==> src/rtl/iirfo_pkg.sv <==
// shared constants, codes and stage types of the multichannel fourth-order iir filter
`timescale 1ns / 1ps
`default_nettype none

package iirfo_pkg;

   localparam int CHANNELS    = 6;
   localparam int SAMPLE_BITS = 16;
   localparam int TAPS        = 4;
   localparam int COEFS       = 7;
   localparam int COEF_W      = 16;
   localparam int FRAC_BITS   = 14;
   localparam int CH_W        = 3;
   localparam int CH_IDX_W    = (CHANNELS > 1) ? $clog2(CHANNELS) : 1;
   localparam int OP_W        = SAMPLE_BITS + 1;
   localparam int PROD_W      = COEF_W + OP_W;
   localparam int ACC_W       = SAMPLE_BITS + 20;
   localparam int Q_W         = ACC_W - FRAC_BITS;
   localparam int CSR_IDX_W   = 3;
   localparam int SAMPLE_MAX  = 2 ** (SAMPLE_BITS - 1) - 1;

   typedef enum logic {
      ACT_FILTER = 1'b0,
      ACT_CLEAR  = 1'b1
   } action_type;

   typedef enum logic [CSR_IDX_W-1:0] {
      CSR_B_OUTER  = 3'd0,
      CSR_B_INNER  = 3'd1,
      CSR_B_CENTER = 3'd2,
      CSR_A_FIRST  = 3'd3,
      CSR_A_SECOND = 3'd4,
      CSR_A_THIRD  = 3'd5,
      CSR_A_FOURTH = 3'd6
   } csr_index_type;

   typedef logic signed [COEF_W-1:0] coef_type;

   localparam coef_type COEF_RESET [COEFS] = '{
      16'sd763, 16'sd3053, 16'sd4579, -16'sd12814, 16'sd11141, -16'sd2993, 16'sd493
   };

   typedef struct packed {
      logic                         valid;
      logic [CH_W-1:0]              channel;
      logic signed [ACC_W-1:0]      acc;
      logic [COEFS-1:0][OP_W-1:0]   ops;
   } stage_type;

   typedef struct packed {
      logic                         valid;
      logic [CH_W-1:0]              channel;
      logic [SAMPLE_BITS-1:0]       value;
   } wb_type;

endpackage

`default_nettype wire

==> src/rtl/iirfo_cell.sv <==
// one multiply-accumulate cell of the tap chain
`timescale 1ns / 1ps
`default_nettype none

module iirfo_cell import iirfo_pkg::*; (
   input  wire logic      clock,
   input  wire logic      reset,
   input  wire logic      enable,
   input  wire coef_type  coef,
   input  wire stage_type stage_in,
   output stage_type      stage_out
);

   stage_type                stage_ff;
   stage_type                stage_in_next;
   logic signed [PROD_W-1:0] prod;

   always_comb begin
      prod          = coef * $signed(stage_in.ops[0]);
      stage_in_next = stage_in;
      stage_in_next.acc = stage_in.acc + ACC_W'(prod);
      // next cell takes the following operand
      stage_in_next.ops = stage_in.ops >> OP_W;
   end

   always_ff @(posedge clock) begin
      if (reset) begin
         stage_ff.valid <= 1'b0;
      end else if (enable) begin
         stage_ff <= stage_in_next;
      end
   end

   assign stage_out = stage_ff;

endmodule

`default_nettype wire

==> config.mk <==
export PLATFORM = sky130hd
export DESIGN_NAME = iirfo_cell
export DESIGN_NICKNAME = d
export VERILOG_FILES = /design/src/rtl/iirfo_pkg.sv /design/src/rtl/iirfo_cell.sv
export SDC_FILE = /design/constraint.sdc
export NUM_CORES = 1
export LEC_CHECK = 0
export BUFFER_PORTS_ARGS = -buffer_cell sky130_fd_sc_hd__buf_2
export CORE_ASPECT_RATIO = 0.6
export CORE_UTILIZATION = 62
export DETAILED_ROUTE_END_ITERATION = 6
export PLACE_DENSITY_LB_ADDON = 0.15
export SYNTH_ARGS = -nofsm -noshare
export SYNTH_HDL_FRONTEND = slang
export SYNTH_SLANG_ARGS = --single-unit
==> constraint.sdc <==
create_clock -name clock -period 17.8 [get_ports clock]
set_input_delay 1.78 -clock clock [delete_from_list [all_inputs] [get_ports clock]]
set_output_delay 1.78 -clock clock [all_outputs]
set_load 0.1 [all_outputs]
## After elaboration in Yosys (flattened, before gate mapping)

Index checks and enable logic that the tools add are counted.

- Register bits: 142
- Latch bits: 0
- Bits in writable memories: 0
- Bits in read-only memories: 0
- Input bits: 178
- Output and inout port bits: 159
- Logic and storage cells: 13
- Memories: 0

- $add $sub $neg: 1
- $mul: 1
- Div/mod/pow operators: 0
- Order comparisons: 0
- Eq/ne operators: 0
- Shift operators: 0
- Multiplexer cells: 0
- Bitwise logic cells: 1
- Reductions and logical operators: 1

Operators with widths:

| operator | number |
|---|---|
| adder 36 x 33 -> 36 bit | 1 |
| multiplier 16 x 17 -> 33 bit | 1 |
| AND reduction 2 bit | 1 |
| NOT 1 bit | 1 |

## Longest topological paths before layout

- Word-level depth: 2
- Depth in mapped cells: 24
- Gate-level depth less buffers: 23

## Worst setup path after synthesis

OpenSTA, ideal clock, no wires.

- Path type: in2reg
- Start: input port reset
- End: register stage_ff (netlist bit stage_out[0]), enable pin
- Setup time: 0.662 ns
- Data arrival time: 8.034 ns
- Data required time: 17.138 ns
- Setup slack: 9.104 ns
- Stages on the path: 1
- Buffers on the path: 0
- Cell sequence: nor2b_1

- Word-level cells in the longest chain between the ends: 2

RTL lines:

| what | line | text |
|---|---|---|
| start: declaration | iirfo_cell.sv:7 | `input wire logic reset,` |
| NOT 1 bit (no line) | n/a |  |
| AND reduction 2 bit (no line) | n/a |  |
| end signal: assignment | iirfo_cell.sv:30 | `stage_ff <= stage_in_next;` |
| end: declaration | iirfo_cell.sv:14 | `stage_type stage_ff;` |

No other way between the ends.
A chain may end at the register's enable or synchronous reset.

==> reports/qor.yml <==
status: "finished, final reports clean"
setup_viol: 0
cpMaxStageDelayCell: "fa_1"
cts_buffers: 17
core-area_um2: 25600
nFillCells: 1823
cts_setup_buffers: 0
min_path_type: "reg -> reg"
min_period_ps: 7730
synth_most_common_cell: "inv_1"
layout.nets: 2358
grt_max_degree: 79
hold_viol: 0
start_util_pct: 63.9
ant_nets: 0
critPathCaptureType: "flip-flop"
synthTopCellsByCount: "inv_1 (347), fa_1 (325), nand2_1 (147)"
ff2ff_path_depth: 2
yosysSeqAreaShare_pct: 26.0
path_cells: "buf_2 > nand2_1 > inv_1 > fa_1 > inv_1 > fa_1 > inv_1 > fa_1 > fa_1 > fa_1 > inv_1 > fa_1 > inv_1 > ha_1 > o21a_1 > o211ai_1 > or3_1 > o211ai_1 > o2111ai_2 > nand3_1 > a31oi_1 > xnor2_1"
yosysWarnings: 0
synth-edff-count: 141
hold_depth: 2
dieArea_um2: 27100
synth.area.top_cells: "fa_1 (40%), edfxtp_1 (26%), ha_1 (8.1%), inv_1 (8.0%), and2_1 (4.9%)"
path_buf_inv: 6
synth_top_area_share_pct: 39.8
slew_violations: 0
synth_cell_type_count: 57
critical-path-top-delay-family: "adder cells"
die_w_um: 212
post_synth.cell_area_avg_um2: 11.3
start_kind: "input port"
dp.final_hpwl_um: 32900
crit_fanout: 17
path_depth: 22
yosys.area.top_type: "fa_1"
clock_path_buffers: 2
grt_usage_pct: 31.6
cts.sinks: 142
cap_violations: 0
timing.final.crit_share_pct: 43.4
finalSetupTns_ps: 0
slew_headroom_pct: 24.5
cp.arrival_ps: 7910
largest_register_ffs: 142
syn_area_um2: 16400
layout-drive-gt1-share_pct: 20.9
grt_pass1_vias: 11392
finClkSkew_ps: 0
io_buffers: 319
synthCells: 1451
antenna_found_initial: 1
hold_buffers: 0
critPathMostFrequentCell: "fa_1"
clock_latency_ps: 430
syn2layout_area_growth_pct: 15.0
num_io_pins: 337
worst-setup-path-type: "in -> reg"
timing.fmax_mhz: 129
cp_slowest_stage_delay_ps: 670
clk_pin_slew_ps: 60
synth_seq_cells: 142
first_pass_iters: 5
required_ps: 17980
first_iter_violations: 832
place_area_um2: 18200
grt_pass1_wl_um: 62800
die_h_um: 128
gp_congestion: 0.985
post_cts_resized: 0
stdcell_area_um2: 18800
num_vias: 10976
cts_root_buffer: "clkbuf_16"
cts_tree: "done"
core.rowCount: 45
htree_levels: 4
postLayoutCoreUtil_pct: 73.4
drc: 0
vias_per_cell: 5.19
synthFlopType: "edfxtp_1"
grt_setup_unrepaired: "no"
grt_overflow_total: 0
wl_per_cell_um: 18.8
synthArstFlopShare_pct: 0
worst_pin_slew_ps: 1130
wl_um: 39700
cell families after synthesis:
logic type                 Yosys count  share of synthesized area [%]
adders and majority gates          431                           47.9
buffers and inverters              406                           9.71
other                                1                         0.0229
DFF                                142                           26.0
AOI/OAI and AO/OA                   91                           4.01
muxes                                1                         0.0612
xor gates and xnor gates            36                           1.93
and+or+nand+nor                    343                           10.4
worst min-delay path, cell delays in order, from the launching register on:
cell and delay, ps:
dfxtp_1 320, mux2i_1 60, nor2_1 80
per-layer routing:
metal / track usage (%) / vias up / wire length (µm)
met1: 45.7 / 5485 / 17700
met2: 43.4 / 495 / 16300
met5: 3.45 / - / 125
met4: 7.76 / 2 / 432
met3: 13.9 / 32 / 5140
li1: - / 4962 / -
path summary, 6_finish.rpt:
path	from	to	slack (ps)
worst max-delay path	coef[1]	stage_out[151]$_DFFE_PP_	10070
worst min-delay path	stage_out[158]$_SDFFE_PP0P_	stage_out[158]$_SDFFE_PP0P_	490
worst max register to register	stage_out[158]$_SDFFE_PP0P_	stage_out[158]$_SDFFE_PP0P_	17230
worst min register to register	stage_out[158]$_SDFFE_PP0P_	stage_out[158]$_SDFFE_PP0P_	490
layout by cell type, fill, tap and decap left out, types with 28 or more instances in the layout:
cell and instances:
inv_1 347, xnor2_1 28, nand2_1 147, nor2_1 32
fa_1 325, and2_1 128, a21oi_1 30, ha_1 106
buf_2 319, edfxtp_1 141
area by class of cell:
| cell class | instances | area, µm² | area share [%] |
|---|---|---|---|
| multi-input combinational | 919 | 10600 | 56.3 |
| timing repair buffer | 322 | 1620 | 8.61 |
| inverter | 347 | 1300 | 6.93 |
| antenna | 1 | 2.50 | 0.0133 |
| tap | 352 | 440 | 2.34 |
| clock buffer | 17 | 425 | 2.26 |
| sequential | 142 | 4250 | 22.6 |
| clock inverter | 15 | 179 | 0.951 |
metrics by stage:
step	hold WS [ps]	instances	setup WS (ps)
finish	489	2115	10070
detailed placement	482	2082	9650
global route	545	2115	9770
floorplan	971	1467	9100
CTS	499	2114	10120
global placement	475	2082	9860
Power is not shown: default switching activity piles up to over one toggle a cycle in this logic, so the estimate is an artifact.
