## src/rtl/iirfo_pkg.sv

```systemverilog
// shared constants, codes and stage types of the multichannel fourth-order iir filter
`timescale 1ns / 1ps
`default_nettype none

package iirfo_pkg;

   localparam int CHANNELS    = 6;
   localparam int SAMPLE_BITS = 16;
   localparam int TAPS        = 4;
   localparam int COEFS       = 7;
   localparam int COEF_W      = 16;
   localparam int FRAC_BITS   = 14;
   localparam int CH_W        = 3;
   localparam int CH_IDX_W    = (CHANNELS > 1) ? $clog2(CHANNELS) : 1;
   localparam int OP_W        = SAMPLE_BITS + 1;
   localparam int PROD_W      = COEF_W + OP_W;
   localparam int ACC_W       = SAMPLE_BITS + 20;
   localparam int Q_W         = ACC_W - FRAC_BITS;
   localparam int CSR_IDX_W   = 3;
   localparam int SAMPLE_MAX  = 2 ** (SAMPLE_BITS - 1) - 1;

   typedef enum logic {
      ACT_FILTER = 1'b0,
      ACT_CLEAR  = 1'b1
   } action_type;

   typedef enum logic [CSR_IDX_W-1:0] {
      CSR_B_OUTER  = 3'd0,
      CSR_B_INNER  = 3'd1,
      CSR_B_CENTER = 3'd2,
      CSR_A_FIRST  = 3'd3,
      CSR_A_SECOND = 3'd4,
      CSR_A_THIRD  = 3'd5,
      CSR_A_FOURTH = 3'd6
   } csr_index_type;

   typedef logic signed [COEF_W-1:0] coef_type;

   localparam coef_type COEF_RESET [COEFS] = '{
      16'sd763, 16'sd3053, 16'sd4579, -16'sd12814, 16'sd11141, -16'sd2993, 16'sd493
   };

   typedef struct packed {
      logic                         valid;
      logic [CH_W-1:0]              channel;
      logic signed [ACC_W-1:0]      acc;
      logic [COEFS-1:0][OP_W-1:0]   ops;
   } stage_type;

   typedef struct packed {
      logic                         valid;
      logic [CH_W-1:0]              channel;
      logic [SAMPLE_BITS-1:0]       value;
   } wb_type;

endpackage

`default_nettype wire

```

## src/rtl/iirfo_front.sv

```systemverilog
// channel history bank, busy tracking and operand stage feeding the tap chain
`timescale 1ns / 1ps
`default_nettype none

module iirfo_front import iirfo_pkg::*; (
   input  wire logic                   clock,
   input  wire logic                   reset,
   input  wire logic                   enable,
   input  wire logic                   req_valid,
   output logic                        req_ready,
   input  wire logic                   req_action,
   input  wire logic [CH_W-1:0]        req_channel,
   input  wire logic [SAMPLE_BITS-1:0] req_sample,
   input  wire wb_type                 wb,
   output stage_type                   stage_out
);

   logic [TAPS-1:0][SAMPLE_BITS-1:0] xh_ff [CHANNELS];
   logic [TAPS-1:0][SAMPLE_BITS-1:0] xh_in [CHANNELS];
   logic [TAPS-1:0][SAMPLE_BITS-1:0] yh_ff [CHANNELS];
   logic [TAPS-1:0][SAMPLE_BITS-1:0] yh_in [CHANNELS];
   logic [CHANNELS-1:0]              busy_ff;
   logic [CHANNELS-1:0]              busy_in;
   stage_type                        stage_ff;
   stage_type                        stage_in;
   logic                             in_range;
   logic                             accept;
   logic [CH_IDX_W-1:0]              idx;
   logic [CH_IDX_W-1:0]              wb_idx;

   function automatic logic signed [OP_W-1:0] sx(input logic [SAMPLE_BITS-1:0] v);
      return {v[SAMPLE_BITS-1], v};
   endfunction

   assign idx       = req_channel[CH_IDX_W-1:0];
   assign wb_idx    = wb.channel[CH_IDX_W-1:0];
   assign in_range  = int'(req_channel) < CHANNELS;
   assign req_ready = enable && !(in_range && busy_ff[idx]);
   assign accept    = req_valid && req_ready;

   always_comb begin
      xh_in   = xh_ff;
      yh_in   = yh_ff;
      busy_in = busy_ff;
      if (wb.valid) begin
         yh_in[wb_idx]   = {yh_ff[wb_idx][TAPS-2:0], wb.value};
         busy_in[wb_idx] = 1'b0;
      end
      if (accept && in_range) begin
         if (req_action == ACT_CLEAR) begin
            xh_in[idx] = '0;
            yh_in[idx] = '0;
         end else begin
            xh_in[idx]   = {xh_ff[idx][TAPS-2:0], req_sample};
            busy_in[idx] = 1'b1;
         end
      end
   end

   // symmetric numerator folded, feedback operands negated
   always_comb begin
      stage_in.valid   = accept && in_range && (req_action == ACT_FILTER);
      stage_in.channel = req_channel;
      stage_in.acc     = '0;
      stage_in.ops[0]  = sx(req_sample) + sx(xh_ff[idx][3]);
      stage_in.ops[1]  = sx(xh_ff[idx][0]) + sx(xh_ff[idx][2]);
      stage_in.ops[2]  = sx(xh_ff[idx][1]);
      stage_in.ops[3]  = -sx(yh_ff[idx][0]);
      stage_in.ops[4]  = -sx(yh_ff[idx][1]);
      stage_in.ops[5]  = -sx(yh_ff[idx][2]);
      stage_in.ops[6]  = -sx(yh_ff[idx][3]);
   end

   always_ff @(posedge clock) begin
      if (reset) begin
         for (int c = 0; c < CHANNELS; c++) begin
            xh_ff[c] <= '0;
            yh_ff[c] <= '0;
         end
         busy_ff        <= '0;
         stage_ff.valid <= 1'b0;
      end else begin
         xh_ff   <= xh_in;
         yh_ff   <= yh_in;
         busy_ff <= busy_in;
         if (enable) begin
            stage_ff <= stage_in;
         end
      end
   end

   assign stage_out = stage_ff;

endmodule

`default_nettype wire

```

## config.mk

```make
export PLATFORM = sky130hd
export DESIGN_NAME = iirfo_front
export DESIGN_NICKNAME = d
export VERILOG_FILES = /design/src/rtl/iirfo_pkg.sv /design/src/rtl/iirfo_front.sv
export SDC_FILE = /design/constraint.sdc
export NUM_CORES = 2
export LEC_CHECK = 0
export ABC_CLOCK_PERIOD_IN_PS = 10900
export BUFFER_PORTS_ARGS = -buffer_cell sky130_fd_sc_hd__buf_2
export CAP_MARGIN = 40
export CORE_ASPECT_RATIO = 1.2
export CORE_UTILIZATION = 45
export DETAILED_ROUTE_END_ITERATION = 8
export PLACE_DENSITY = 0.71
export SLEW_MARGIN = 20
export SYNTH_ARGS = -nofsm -noshare
export SYNTH_HDL_FRONTEND = slang
export SYNTH_SLANG_ARGS = --single-unit
```

## constraint.sdc

```tcl
create_clock -name clock -period 10.9 [get_ports clock]
set_input_delay 3.27 -clock clock [delete_from_list [all_inputs] [get_ports clock]]
set_output_delay 3.27 -clock clock [all_outputs]
set_load 0.01 [all_outputs]
```

### Word-level counts from Yosys, hierarchy flattened

Cells that the tools add are included.

| word-level totals | value |
|---|---|
| register bits | 896 |
| input port bits | 44 |
| output and inout bits | 160 |
| logic and storage cells | 122 |

| operators by class | value |
|---|---|
| add/subtract/negate cells | 6 |
| order comparisons | 9 |
| mux-type cells | 28 |
| bitwise logic cells | 10 |
| reductions and logical operators | 11 |

Operators with widths:

| operator | number |
|---|---|
| 384-bit two-way mux | 4 |
| 384-bit bitwise AND | 2 |
| 384-bit bitwise mux | 2 |
| 64-bit binary-select mux with 3-bit select | 3 |
| 64-bit demux with 3-bit select | 2 |
| 64-bit two-way mux | 6 |
| 384-bit inverter | 1 |
| 48-bit two-way mux | 2 |
| 16-bit negator with 17-bit output | 4 |
| 16-bit by 16-bit adder with 17-bit output | 2 |
| 6-bit two-way mux | 3 |
| 1-bit logical AND | 9 |
| 4-bit >= comparator (second input constant) | 2 |
| 3-bit by 4-bit < comparator with 1-bit output (second input constant) | 2 |
| 4-bit by 1-bit < comparator with 1-bit output (second input constant) | 2 |
| 3-bit inverter with 4-bit output | 2 |
| 6-bit bitwise AND | 1 |
| 1-bit demux with 3-bit select | 2 |
| 3-bit by 1-bit >= comparator with 1-bit output (second input constant) | 2 |
| 6-bit inverter | 1 |
| 6-bit OR | 1 |
| 1-bit binary-select mux with 3-bit select | 1 |
| 3-bit < comparator (second input constant) | 1 |
| 1-bit two-way mux | 3 |
| 3 further kinds | 4 |

### Longest topological paths before layout

| logic depth | value |
|---|---|
| depth after elaboration | 10 |
| gate-level depth with buffers | 19 |

### Worst setup path before layout

Ideal clock, no wire load.

| path | value |
|---|---|
| kind | input to register |
| start point | input port reset |
| end point | register stage_ff, in the netlist stage_out[0] (enable) |
| library setup time | 0.603 ns |
| arrival | 8.931 ns |
| data required time | 10.297 ns |
| path slack | 1.366 ns |
| stages | 4 |
| buffers on the path | 3 |
| cell sequence | clkbuf_1 clkbuf_1 clkbuf_1 nor2_1 |

| on the way | value |
|---|---|
| cells in the longest elaborated chain, start to end | 2 |

Ends and longest elaborated chain:

| element | line | RTL |
|---|---|---|
| start: declaration | iirfo_front.sv:7 | `input wire logic reset,` |
| 1-bit inverter (no line) | -- |  |
| 2-bit AND reduction (no line) | -- |  |
| end signal: assignment | iirfo_front.sv:87 | `stage_ff <= stage_in;` |
| end: declaration | iirfo_front.sv:24 | `stage_type stage_ff;` |

No other way between the ends.
A chain may end at the register's enable or synchronous reset.

### Worst setup path after layout

| path | value |
|---|---|
| start point | input port req_channel[2] |
| end point | output port req_ready |

| on the way | value |
|---|---|
| cells in the longest elaborated chain, start to end | 5 |
| elaborated cells between the ends (all ways) | 6 |
| those cells by class | order compare: 1; mux: 2; reduce/logical: 3 |

Ends and longest elaborated chain:

| element | line | RTL |
|---|---|---|
| start: declaration | iirfo_front.sv:12 | `input wire logic [CH_W-1:0] req_channel,` |
| 1-bit binary-select mux with 3-bit select | iirfo_front.sv:38 | `assign req_ready = enable && !(in_range && busy_ff[idx]);` |
| 1-bit two-way mux (not written as such) | iirfo_front.sv:38 |  |
| 1-bit logical AND * | iirfo_front.sv:38 |  |
| 1-bit logical NOT * | iirfo_front.sv:38 |  |
| 1-bit logical AND * | iirfo_front.sv:38 |  |
| end: declaration | iirfo_front.sv:10 | `output logic req_ready,` |

Mark *: on every way between the ends. The rest lies on a longest branch, timed or not. The select of a mux whose other input is x is not followed.

==> flow_metrics.py <==
metrics = {
    "power": {
        "cellLeakagePower_nw": 17.0,
        "irDropWorstVdd_mv": 0.113,
        "sequentialPowerShare_pct": 47.0,
        "combPwrFrac_pct": 8.3,
        "p_clk_share_pct": 44.7,
        "p_sw_share_pct": 25.5,
        "internal_power_w": 0.00544,
        "p_switching_w": 0.00186,
        "power_density_nw_per_um2": 159,
    },
    "timing": {
        "clock.fmax_mhz": 119,
        "setup-tns-final_ns": 0,
        "rsz0062_at_grt": "no",
        "setup_violations": 0,
        "report.final.slew_viol_count": 0,
        "hold_viol_final": 0,
        "max_slew_margin_pct": 29.4,
        "tightest_slew_ns": 1.06,
        "period_minus_slack_ns": 8.43,
        "timing.final.crit_share_pct": 77.4,
        "skew_ns": 0.0577,
    },
    "cts": {
        "h-tree-depth": 3,
        "cts_hold_buffers": 0,
        "clockBufferDepth": 3,
        "clock_latency_ns": 0.69,
        "cts-resized-gates": 0,
        "cts_root_buf": "clkbuf_16",
        "numCtsBuffers": 92,
        "tritoncts": "built",
        "cts_sinks": 896,
        "post-cts-setup-buffer-count": 0,
        "clk_pin_slew_worst_paths_ns": 0.06,
    },
    "hold_path": {
        "hold_class": "reg2reg",
        "min_path_cells": 2,
        "hold_start": "yh_ff[51]$_SDFF_PP0_",
        "min_to": "yh_ff[51]$_SDFF_PP0_",
    },
    "die": {
        "die_y_um": 332,
        "dieArea_um2": 92200,
        "ios": 204,
        "fp.coreArea_um2": 89600,
        "initial_utilization_pct": 45.7,
        "fp.dieW_um": 277,
        "rows": 120,
    },
    "final_layout": {
        "multi_input_area_um2": 19900,
        "finalNetCount": 4785,
        "final_common_cell": "nand2_1",
        "final_cell_mix": "1097 x nand2_1, 775 x dfxtp_1, 732 x a21oi_1",
        "syn_to_final_growth_pct": 11.8,
        "fin_util_pct": 51.1,
        "drive_above_1_share_pct": 11.5,
        "n_fill_cell": 8350,
        "seq_area_um2": 19100,
    },
    "setup_path": {
        "r2r_start": "xh_ff[4]$_SDFFE_PP0P_",
        "rr_worst_depth": 10,
        "crit_path_cell_trace": "buf_6 > nand2b_1 > buf_4 > o21ai_1 > a21oi_1 > nor2b_1 > buf_2",
        "r2r_slack_ns": 7.14,
        "r2r-end": "stage_out[32]$_DFFE_PP_",
        "cp_max_fo": 61,
        "critPathCaptureType": "output pin",
        "cpPeakStageDelay_ns": 0.54,
        "startpoint_type": "input port",
        "worstPathArrival_ns": 5.16,
        "cpMaxStageDelayCell": "buf_6",
        "cp_data_required_time_ns": 7.63,
        "crit_type": "in2out",
    },
    "synthesis": {
        "synth_enable_flop_cells": 121,
        "yosysUniqueCellTypes": 75,
        "ys_seq_area_share_pct": 46.7,
        "async_flop_share_pct": 0,
        "ys_ff_latch": 896,
        "syn_area_um2": 41000,
        "synth.top_cell.area_share_pct": 37.9,
        "synth_area_leader_cell": "dfxtp_1",
        "yosys_warnings": 0,
        "synthFlopType": "dfxtp_1",
        "post_synth.cell_area_avg_um2": 8.67,
        "ys_top_cells_by_area": "dfxtp_1 38%, nand2_1 10%, a21oi_1 8.9%, edfxtp_1 8.9%, mux2i_1 6.3%",
        "syn-instance-count": 4723,
    },
    "flow_run": {
        "maxCapViolCount": 0,
    },
    "place": {
        "finalWeightedCongestion": 0.899,
        "hpwl_mm": 85.5,
        "port_buffers": 167,
    },
    "detailed_routing": {
        "wl_per_cell_um": 24.2,
        "drt-initial-drc-count": 4464,
        "via_per_inst": 6.19,
        "routed_wl_mm": 144,
        "postRouteAntennaNets": 0,
        "vias": 36800,
        "firstDrtPassIters": 6,
        "post-route-drc-count": 0,
    },
    "global_routing": {
        "antenna_found_initial": 9,
        "grt_pass1_wl_mm": 214,
        "first_global_vias": 34700,
        "grt_start_max_net_pins": 91,
        "grt-ovfl-total": 0,
        "track_usage_pct": 30.0,
    },
    "status": {
        "status": "complete, no violations",
    },
}
[per-stage QoR]
step / setup WS [ns] / cell area [um^2] / hold WS (ns) / power (W) / cells
after global routing: 2.39 / 45800 / 0.470 / 0.00747 / 5939
final: 2.47 / 45800 / 0.452 / 0.00730 / 5945
after detailed placement: 2.47 / 42600 / 0.446 / 0.00409 / 5765
after CTS: 2.46 / 45700 / 0.454 / 0.00730 / 5936
after floorplan: 1.37 / 41100 / 0.429 / 0.00386 / 4758
after global placement: 2.46 / 42100 / 0.438 / 0.00407 / 5738
[registers in the layout, summed over array words and instances (netlist names)]
register	flops
xh_ff	384
yh_ff	384
stage_out	122
busy_ff	6
[power by group through the flow]
stage	Clock [W]	Combinational, W	Sequential (W)
2_1_floorplan	0	0.000352	0.00351
6_report	0.00326	0.000607	0.00343
3_5_place_dp	0	0.000587	0.00350
5_1_grt	0.00341	0.000630	0.00343
3_3_place_gp	0	0.000566	0.00350
4_1_cts	0.00328	0.000590	0.00343
[Yosys cell counts (all sizes together) (30+ instances only)]
| master | number |
|---|---|
| buf | 213 |
| xor2 | 30 |
| clkbuf | 208 |
| o21ai | 50 |
| nand2 | 1101 |
| a21oi | 736 |
| mux2 | 57 |
| a22oi | 75 |
| a22o | 256 |
| nor2 | 269 |
| nor2b | 75 |
| inv | 56 |
| mux2i | 258 |
| ha | 36 |
| o22ai | 39 |
| nand3 | 39 |
| edfxtp | 121 |
| xnor2 | 51 |
| a211oi | 68 |
| dfxtp | 775 |
[cell type report]
class / instances / share of cell area (%)
antenna: 6 / 0.0328
clock buffer: 129 / 5.71
clock inverter: 42 / 1.06
inverter: 56 / 0.459
multi-input combinational: 3385 / 43.4
sequential: 896 / 41.8
tap: 1159 / 3.17
timing repair buffer: 272 / 4.32
[routing by layer]
metal	GRT usage, %	part of all wire (%)	wire length (um)
met5	0	0.010	15
met4	19.0	6.3	9060
met3	5.13	10	14800
met2	48.7	46	66500
met1	37.0	37	53600
[logic make-up (layout without fill, tap and decap cells)]
kind of cell	after synthesis	after routing	synth area share (%)
AND/OR/NAND/NOR	1571	1571	15.7
other	1	42	0.00916
XOR/XNOR	81	81	1.73
buffers and inverters	477	499	5.42
adder cells (fa/ha/maj)	38	38	1.20
multiplexers	325	325	8.42
flip-flops	896	896	46.7
AO/OA/AOI/OAI	1334	1334	20.7
[how the worst max path moves through the flow]
stage	from	to
6_report	req_channel[2]	req_ready
5_1_grt	req_channel[2]	req_ready
4_1_cts	req_channel[2]	req_ready
3_5_place_dp	req_channel[2]	req_ready
3_3_place_gp	req_channel[2]	req_ready
2_1_floorplan	reset	stage_out[0]$_DFFE_PP_
[critical path, delay by kind of cell]
kind | cells | cell delay (ns)
AOI/OAI and AO/OA | 2 | 0.29
buffers and inverters | 3 | 1.10
and+or+nand+nor | 2 | 0.44
No activity file was read; power rests on OpenSTA's default activity.
